==> src/rtl/frs_pkg.sv <==
// Shared constants, register codes and result type for the rejection sampler.
package frs_pkg;

  // Candidate and polynomial geometry.
  localparam int unsigned CAND_W          = 12;
  localparam int unsigned COUNT_W         = 9;
  localparam int unsigned SLOT_W          = 8;
  localparam int unsigned POLY_W          = 4;
  localparam int unsigned PCOUNT_W        = 5;

  localparam logic [COUNT_W-1:0]  COEFFS_PER_POLY = 9'd256;
  localparam logic [CAND_W:0]     MODULUS         = 13'd3329;
  localparam logic [PCOUNT_W-1:0] MAX_POLYS       = 5'd16;

  // Register file.
  localparam int unsigned CFG_DATA_W  = 9;
  localparam int unsigned CFG_INDEX_W = 1;

  typedef enum logic [CFG_INDEX_W-1:0] {
    REG_GROUPS_PER_POLY  = 1'b0,
    REG_POLYS_PER_MATRIX = 1'b1
  } cfg_reg_t;

  localparam logic [COUNT_W-1:0]  GROUPS_RESET = 9'd280;
  localparam logic [PCOUNT_W-1:0] POLYS_RESET  = 5'd9;

  // Stream widths.
  localparam int unsigned IN_DATA_W  = 24;
  localparam int unsigned OUT_DATA_W = 56;

  typedef struct packed {
    logic [COUNT_W-1:0]  groups_per_poly;
    logic [PCOUNT_W-1:0] polys_per_matrix;
  } cfg_t;

  typedef struct packed {
    logic [CAND_W-1:0] first_coef;
    logic              first_valid;
    logic [SLOT_W-1:0] first_slot;
    logic [CAND_W-1:0] second_coef;
    logic              second_valid;
    logic [SLOT_W-1:0] second_slot;
    logic [POLY_W-1:0] poly_number;
    logic              poly_done;
    logic              poly_short;
    logic              matrix_done;
    logic              matrix_fail;
  } result_t;

endpackage

==> src/rtl/frs_cfg.sv <==
// Configuration registers: group count per polynomial and polynomials per matrix.
module frs_cfg (
  input  logic                             clk,
  input  logic                             rst,
  input  logic                             cfg_we,
  input  logic [frs_pkg::CFG_INDEX_W-1:0]  cfg_index,
  input  logic [frs_pkg::CFG_DATA_W-1:0]   cfg_data,
  output frs_pkg::cfg_t                    cfg
);

  always_ff @(posedge clk) begin
    if (rst) begin
      cfg.groups_per_poly  <= frs_pkg::GROUPS_RESET;
      cfg.polys_per_matrix <= frs_pkg::POLYS_RESET;
    end else if (cfg_we) begin
      case (frs_pkg::cfg_reg_t'(cfg_index))
        frs_pkg::REG_GROUPS_PER_POLY: begin
          cfg.groups_per_poly <= cfg_data[frs_pkg::COUNT_W-1:0];
        end
        frs_pkg::REG_POLYS_PER_MATRIX: begin
          cfg.polys_per_matrix <= cfg_data[frs_pkg::PCOUNT_W-1:0];
        end
        default: begin
        end
      endcase
    end
  end

endmodule

==> src/rtl/frs_core.sv <==
// Candidate acceptance, slot allocation and polynomial/matrix bookkeeping.
module frs_core (
  input  logic                            clk,
  input  logic                            rst,
  input  logic                            advance,
  input  logic [frs_pkg::IN_DATA_W-1:0]   byte_group,
  input  frs_pkg::cfg_t                   cfg,
  output frs_pkg::result_t                result
);

  logic [frs_pkg::COUNT_W-1:0]  filled_slots, filled_slots_next;
  logic [frs_pkg::COUNT_W-1:0]  groups_taken, groups_taken_next;
  logic [frs_pkg::POLY_W-1:0]   poly_counter, poly_counter_next;
  logic                         sticky_fail, sticky_fail_next;

  logic [frs_pkg::CAND_W-1:0]   cand0, cand1;
  logic                         ok0, ok1;
  logic [frs_pkg::COUNT_W-1:0]  fill1, fill2, gt_inc, glimit;
  logic [frs_pkg::PCOUNT_W-1:0] plimit, pc_inc;
  logic                         pdone, pshort, mdone, fail_acc;

  always_comb begin
    cand0 = byte_group[frs_pkg::CAND_W-1:0];
    cand1 = byte_group[2*frs_pkg::CAND_W-1:frs_pkg::CAND_W];

    ok0   = ({1'b0, cand0} < frs_pkg::MODULUS) && (filled_slots < frs_pkg::COEFFS_PER_POLY);
    fill1 = filled_slots + frs_pkg::COUNT_W'(ok0);
    ok1   = ({1'b0, cand1} < frs_pkg::MODULUS) && (fill1 < frs_pkg::COEFFS_PER_POLY);
    fill2 = fill1 + frs_pkg::COUNT_W'(ok1);

    // zero counts act as one; matrix size capped
    glimit = (cfg.groups_per_poly == '0) ? frs_pkg::COUNT_W'(1) : cfg.groups_per_poly;
    if (cfg.polys_per_matrix == '0) begin
      plimit = frs_pkg::PCOUNT_W'(1);
    end else if (cfg.polys_per_matrix > frs_pkg::MAX_POLYS) begin
      plimit = frs_pkg::MAX_POLYS;
    end else begin
      plimit = cfg.polys_per_matrix;
    end

    gt_inc   = groups_taken + frs_pkg::COUNT_W'(1);
    pc_inc   = {1'b0, poly_counter} + frs_pkg::PCOUNT_W'(1);
    pdone    = gt_inc >= glimit;
    pshort   = pdone && (fill2 < frs_pkg::COEFFS_PER_POLY);
    fail_acc = sticky_fail | pshort;
    mdone    = pdone && (pc_inc >= plimit);

    filled_slots_next = pdone ? '0 : fill2;
    groups_taken_next = pdone ? '0 : gt_inc;
    poly_counter_next = mdone ? '0 : (pdone ? pc_inc[frs_pkg::POLY_W-1:0] : poly_counter);
    sticky_fail_next  = mdone ? 1'b0 : fail_acc;

    result.first_coef   = ok0 ? cand0 : '0;
    result.first_valid  = ok0;
    result.first_slot   = ok0 ? filled_slots[frs_pkg::SLOT_W-1:0] : '0;
    result.second_coef  = ok1 ? cand1 : '0;
    result.second_valid = ok1;
    result.second_slot  = ok1 ? fill1[frs_pkg::SLOT_W-1:0] : '0;
    result.poly_number  = poly_counter;
    result.poly_done    = pdone;
    result.poly_short   = pshort;
    result.matrix_done  = mdone;
    result.matrix_fail  = mdone && fail_acc;
  end

  always_ff @(posedge clk) begin
    if (rst) begin
      filled_slots <= '0;
      groups_taken <= '0;
      poly_counter <= '0;
      sticky_fail  <= 1'b0;
    end else if (advance) begin
      filled_slots <= filled_slots_next;
      groups_taken <= groups_taken_next;
      poly_counter <= poly_counter_next;
      sticky_fail  <= sticky_fail_next;
    end
  end

endmodule

==> src/rtl/fixed_iteration_rejection_sampler_unit.sv <==
// Top level of the fixed-iteration rejection sampler: stream ports and pipeline registers.
//
//  channel | direction | fields
//  --------+-----------+-------------------------------------------------------------
//  s_axis  | in        | tdata: byte_group[23:0]
//  m_axis  | out       | tdata: coefficients, slots, polynomial status; tlast: matrix_done
//  cfg     | in        | cfg_we/cfg_index/cfg_data: 0 groups_per_poly, 1 polys_per_matrix
//
// Two register stages: the input register holds one byte group, the candidate
// checks and counter updates sit between it and the result register.
// One transaction per cycle sustained while m_axis_tready stays high.
// rst (synchronous) empties both stages, clears the counters and loads the
// register defaults (280 groups, 9 polynomials). A stall on m_axis holds the
// result and lets the input stage fill before s_axis_tready drops.
module fixed_iteration_rejection_sampler_unit (
  input  logic                             clk,
  input  logic                             rst,
  // byte_group[23:0]
  input  logic [frs_pkg::IN_DATA_W-1:0]    s_axis_tdata,
  input  logic                             s_axis_tvalid,
  output logic                             s_axis_tready,
  // first_coef[11:0], first_valid[12], first_slot[20:13], second_coef[32:21],
  // second_valid[33], second_slot[41:34], poly_number[45:42], poly_done[46],
  // poly_short[47], matrix_fail[48], zero [55:49]
  output logic [frs_pkg::OUT_DATA_W-1:0]   m_axis_tdata,
  output logic                             m_axis_tvalid,
  input  logic                             m_axis_tready,
  // matrix_done
  output logic                             m_axis_tlast,
  input  logic                             cfg_we,
  input  logic [frs_pkg::CFG_INDEX_W-1:0]  cfg_index,
  input  logic [frs_pkg::CFG_DATA_W-1:0]   cfg_data
);

  frs_pkg::cfg_t                  cfg;
  frs_pkg::result_t               result;
  frs_pkg::result_t               out_reg;

  logic [frs_pkg::IN_DATA_W-1:0]  in_data;
  logic                           in_valid;
  logic                           out_valid;
  logic                           advance;

  // Input stage moves on whenever the result register is free or draining.
  assign advance       = in_valid && (!out_valid || m_axis_tready);
  assign s_axis_tready = !in_valid || advance;

  frs_cfg u_cfg (
    .clk       (clk),
    .rst       (rst),
    .cfg_we    (cfg_we),
    .cfg_index (cfg_index),
    .cfg_data  (cfg_data),
    .cfg       (cfg)
  );

  frs_core u_core (
    .clk        (clk),
    .rst        (rst),
    .advance    (advance),
    .byte_group (in_data),
    .cfg        (cfg),
    .result     (result)
  );

  // input register
  always_ff @(posedge clk) begin
    if (rst) begin
      in_valid <= 1'b0;
    end else if (s_axis_tready) begin
      in_valid <= s_axis_tvalid;
    end
  end

  always_ff @(posedge clk) begin
    if (s_axis_tready && s_axis_tvalid) begin
      in_data <= s_axis_tdata;
    end
  end

  // result register
  always_ff @(posedge clk) begin
    if (rst) begin
      out_valid <= 1'b0;
    end else if (!out_valid || m_axis_tready) begin
      out_valid <= in_valid;
    end
  end

  always_ff @(posedge clk) begin
    if (advance) begin
      out_reg <= result;
    end
  end

  assign m_axis_tvalid = out_valid;
  assign m_axis_tlast  = out_reg.matrix_done;
  assign m_axis_tdata  = {7'b0,
                          out_reg.matrix_fail,
                          out_reg.poly_short,
                          out_reg.poly_done,
                          out_reg.poly_number,
                          out_reg.second_slot,
                          out_reg.second_valid,
                          out_reg.second_coef,
                          out_reg.first_slot,
                          out_reg.first_valid,
                          out_reg.first_coef};

endmodule
==> config.mk <==
export PLATFORM = sky130hd
export DESIGN_NAME = fixed_iteration_rejection_sampler_unit
export DESIGN_NICKNAME = d
export VERILOG_FILES = /design/src/rtl/frs_pkg.sv /design/src/rtl/frs_cfg.sv /design/src/rtl/frs_core.sv /design/src/rtl/fixed_iteration_rejection_sampler_unit.sv
export SDC_FILE = /design/constraint.sdc
export NUM_CORES = 1
export LEC_CHECK = 0
export BUFFER_PORTS_ARGS = -buffer_cell sky130_fd_sc_hd__buf_2
export CAP_MARGIN = 20
export CORE_UTILIZATION = 50
export CTS_CLUSTER_SIZE = 12
export DETAILED_ROUTE_END_ITERATION = 6
export PLACE_DENSITY = 0.83
export SYNTH_ARGS = -nofsm -noshare
export SYNTH_HDL_FRONTEND = slang
export SYNTH_SLANG_ARGS = --single-unit
==> constraint.sdc <==
create_clock -name clk -period 4.3 [get_ports clk]
set_input_delay 0.645 -clock clk [delete_from_list [all_inputs] [get_ports clk]]
set_output_delay 0.645 -clock clk [all_outputs]
set_load 0.01 [all_outputs]
* Word level (Yosys, flattened, before mapping)
Cells that the tools add are included.
** Cells by class
- Bitwise gates (word level) :: 2
- Equality and inequality tests :: 0
- $lt $le $gt $ge :: 8
- Reductions and logical operators :: 17
- Multiply operators :: 0
- Divide/modulo/power cells :: 0
- Shift operators :: 0
- Add/subtract/negate cells :: 4
- Muxes and demuxes :: 8
** Operator list (number)
- less-than comparator 9 bit, second input constant :: 3
- two-way mux 9 bit :: 3
- less-than comparator 12 bit, second input constant :: 2
- adder 9 x 1 -> 9 bit :: 2
- two-way mux 5 bit :: 2
- adder 9 x 1 -> 9 bit, second input constant :: 1
- greater-or-equal comparator 9 bit :: 1
- zero test 9 bit :: 1
- two-way mux 4 bit :: 2
- logical AND 1 bit :: 7
- AND reduction 2 bit :: 3
- adder 4 x 1 -> 5 bit, second input constant :: 1
- greater-or-equal comparator 5 bit :: 1
- > comparator 5 bit, second input constant :: 1
- zero test 5 bit :: 1
- zero test 1 bit :: 2
- logical OR 1 bit :: 2
- nonzero test 2 bit :: 1
- two-way mux 1 bit :: 1
- inverter 1 bit :: 1
- OR 1 bit :: 1
** Storage, ports and cells
- Bits in writable memories :: 0
- ROM bits :: 0
- Output and inout port bits :: 59
- Flip-flop bits (word level) :: 113
- Logic and storage cells :: 59
- Memories :: 0
- Bits in latches :: 0

* Longest topological paths before layout
- Depth in word-level cells :: 10
- Mapped depth :: 22
- Gate-level depth less buffers :: 19

* Modules after synthesis
From an unflattened synthesis, not the netlist that was laid out.
** Unflattened totals
- Cell total of the unflattened synthesis :: 454
- Area, all modules :: 5205.0 um^2
** Modules (own cells, without submodules)
- fixed_iteration_rejection_sampler_unit :: cells an instance 92, area an instance 2382.3 um^2, times used 1
- frs_core :: cells an instance 305, area an instance 2245.9 um^2, times used 1
- frs_cfg :: cells an instance 57, area an instance 576.8 um^2, times used 1

* Least setup slack after synthesis
Ideal clock, no wire load.
- Kind :: register -> register
- Start :: register in_data[7] in the netlist's numbering
- End :: register out_reg (netlist bit m_axis_tdata[48]) (data pin)
- Data required time :: 4.034 ns
- Library setup time :: 0.266 ns
- Cell stages (with the launch flop) :: 23
- Path slack :: -0.247 ns
- Data arrival time :: 4.281 ns
- Path through :: edfxtp_1 nor4_1 nand2_1 a21o_1 a31oi_1 clkbuf_1 ha_1 ha_1 buf_2 nand3_1 nor2_1 and3_1 xnor2_1 o21ai_1 inv_1 clkbuf_1 ha_1 ha_1 inv_1 a221oi_1 a31o_2 xor2_1 a21boi_0
** RTL lines
- start, declared :: line fixed_iteration_rejection_sampler_unit.sv:39 : logic [frs_pkg::IN_DATA_W-1:0] in_data;
- start signal, assigned :: line fixed_iteration_rejection_sampler_unit.sv:77 : in_data <= s_axis_tdata;
- end signal, assigned :: line fixed_iteration_rejection_sampler_unit.sv:92 : out_reg <= result;
- end, declared :: line fixed_iteration_rejection_sampler_unit.sv:37 : frs_pkg::result_t out_reg;

==> reports/qor.csv <==
metric;value;unit
final wirelength;11100;um
Hold Crit Class;in2reg;
Clock Skews;0.00976;ns
Startpoint Class;flop;
post-synthesis cell type count;48;
slowest stage delay, CP;0.43;ns
pin count of the biggest net entering global routing;43;
Die ar.;0.0104;sq mm
Ports;98;
endpoints failing setup;0;
Peak VDD IR;0.000236;V
Setup TNS;0;ns
hpwl dp;7040;um
clock-pin slew on the worst setup and hold paths;0.06;ns
H-tree levels;4;
post-synthesis cell count;455;
minimum clock period;4.27;ns
fin. max-slew vios;0;
global-route wire length before repair;16800;um
clk buf depth;2;
sequential share of the synthesized area;0.598;
critical path's slowest cell;edfxtp_1;
ranking of synthesized cells by area;edfxtp_1 44%, dfxtp_1 16%, ha_1 5.0%;
DRT iter0 DRCs;162;
EDFF count, synth;74;
fraction of synthesized cell area taken by the top area cell type;0.442;
ratio of cells with drive above 1 in the final layout;0.262;
Post-synth ARST share;0;
DRC viols;0;
Core Area;0.00977;sq mm
vias in the first global route;3584;
Arr. time, crit path;4.52;ns
final net count;614;
Area growth syn-to-layout;24.7;%
Final period util;0.993;
Initial DRT Pass Iterations;5;
max_slew headroom;0.444;
Via density;5.45;
Avg Inst Size Synth;11.0;sq um
cell taking the most area after synthesis;edfxtp_1;
worst slew pin tran;0.832;ns
Hold Vio Cnt, Final;0;
Pwr Density;440;mW/mm^2
Antenna Nets Post-Route;0;
placed cells;664;
I/O Buffers;90;
CTS tree;yes;
Wirelength per Cell;15.9;um
Num CTS Buffers;17;
Initial Utilization;0.514;
Leakage;2.46;nW
Achievable Freq;234;MHz
later-pin clock latency in the skew report;0.51;ns
worst endpoint required time;4.55;ns
Synth warnings;0;
crit-path cells;nor4_2, nand2_1, a21o_1, a31oi_4, ha_4, ha_1, nand3_2, nor2_4, and3_1, xnor2_1, o21ai_1, inv_1, ha_2, ha_2, inv_1, a221oi_2, a31o_2, xor2_2, a21boi_0;
Num Clock Sinks;113;
Main synth FF type;edfxtp_1;
Die Y;102;um
maxcap violations;0;
count leader, synth;edfxtp_1;
critical path type;reg2reg;
area of the mapped netlist;0.00502;sq mm
# hold bufs at CTS;0;
Root Buffer;clkbuf_8;
RePlAce Congestion;0.869;
gr usage total;0.215;
number of synthesized register bits;113;
largest fanout on the critical path;5;
endpoint class of the critical path;flop;
chip width;102;um
final non-filler cell total;701;
antenna violations before repair;0;
grt ovf;0;
vias;3822;
Post-synth top cells;74 x edfxtp_1, 56 x nand2_1, 39 x dfxtp_1;
Min Hold Slack;0.301;ns
FP Rows;36;
ant diodes;0;
status;completed;
-- report_power, final --
| group | leakage (nW) | switching (mW) | internal [mW] |
|---|---|---|---|
| Combinational | 1.16 | 0.107 | 0.0713 |
| Clock | 0.271 | 0.514 | 0.828 |
| Sequential | 1.03 | 0.0259 | 1.21 |
| Total | 2.46 | 0.647 | 2.11 |
-- flip-flops by register name, summed over array words and instances (netlist names) --
name,flops
m_axis_tdata,49
in_data,24
u_cfg.cfg,14
u_core.filled_slots,9
u_core.groups_taken,9
u_core.poly_counter,4
in_valid,1
m_axis_tlast,1
m_axis_tvalid,1
u_core.sticky_fail,1
-- logic make-up (layout without fill, tap and decap cells) --
kind of cell / after synthesis / after routing / synth area share
AO/OA/AOI/OAI: 71 / 71 / 0.0862
XOR/XNOR: 21 / 21 / 0.0366
adder cells (fa/ha/maj): 20 / 20 / 0.0498
buffers and inverters: 43 / 150 / 0.0384
flip-flops: 113 / 113 / 0.598
other: 1 / 7 / 0.000747
AND/OR/NAND/NOR: 186 / 186 / 0.190
-- cell usage in the layout (no fill, tap or decap), types with 14 or more instances in the layout --
master,synthesis,routed
inv_1,14,14
nor2_1,24,23
clkbuf_16,0,16
nand2_1,56,56
nand3_1,27,26
a21oi_1,31,31
dfxtp_1,39,39
and2_1,35,35
edfxtp_1,74,74
ha_1,20,17
buf_2,4,90
-- final cells by class --
class	count	area, sq um
sequential	113	3000
fill	718	3510
tap	133	166
clock inverter	15	158
multi-input combinational	305	1910
inverter	16	60.1
clock buffer	17	414
timing repair buffer	102	548
-- metal layers --
metal  global-route usage  vias to the layer above  part of all wire
li1                     -                     1816                 -
met4                0.102                        0             0.020
met1                0.250                     1776              0.39
met3               0.0622                       24             0.079
met5                    0                        -                 0
met2                0.366                      206              0.52
-- worst paths after layout --
kind,start,endpoint,slack (ns),cells past startpoint
worst min register to register,u_core.groups_taken[8],u_core.groups_taken[8],0.47,2
worst min-delay path,s_axis_tdata[6],in_data[6],0.30,1
worst max register to register,in_data[6],m_axis_tdata[48],0.03,19
worst max-delay path,in_data[6],m_axis_tdata[48],0.03,19
-- repair_timing --
action / CTS / global route
setup buffers: 0 / 4
gates resized for setup: 3 / 7
pin swaps: 0 / 4
hold endpoints to repair: 0 / 0
setup endpoints to repair: 3 / 7
-- metrics by stage --
stage	area, sq um	utilization	worst slack (ns)	total power [mW]
finish	6260	0.641	0.0317	2.76
global route	6260	0.641	-0.174	2.85
CTS	6180	0.632	0.00550	2.76
detailed placement	5590	0.572	-0.0900	1.43
global placement	5590	0.572	0.282	1.42
floorplan	5050	-	0.000548	1.36
-- worst max-delay path: cells and delay by family (launching register included) --
family                   cells  cell delay [ns]
AO/OA/AOI/OAI                6             1.23
AND/OR/NAND/NOR              5             0.98
adder cells (fa/ha/maj)      4             0.82
flip-flops                   1             0.43
XOR/XNOR                     2             0.35
buffers and inverters        2             0.17
No activity file was read; power rests on OpenSTA's default activity.
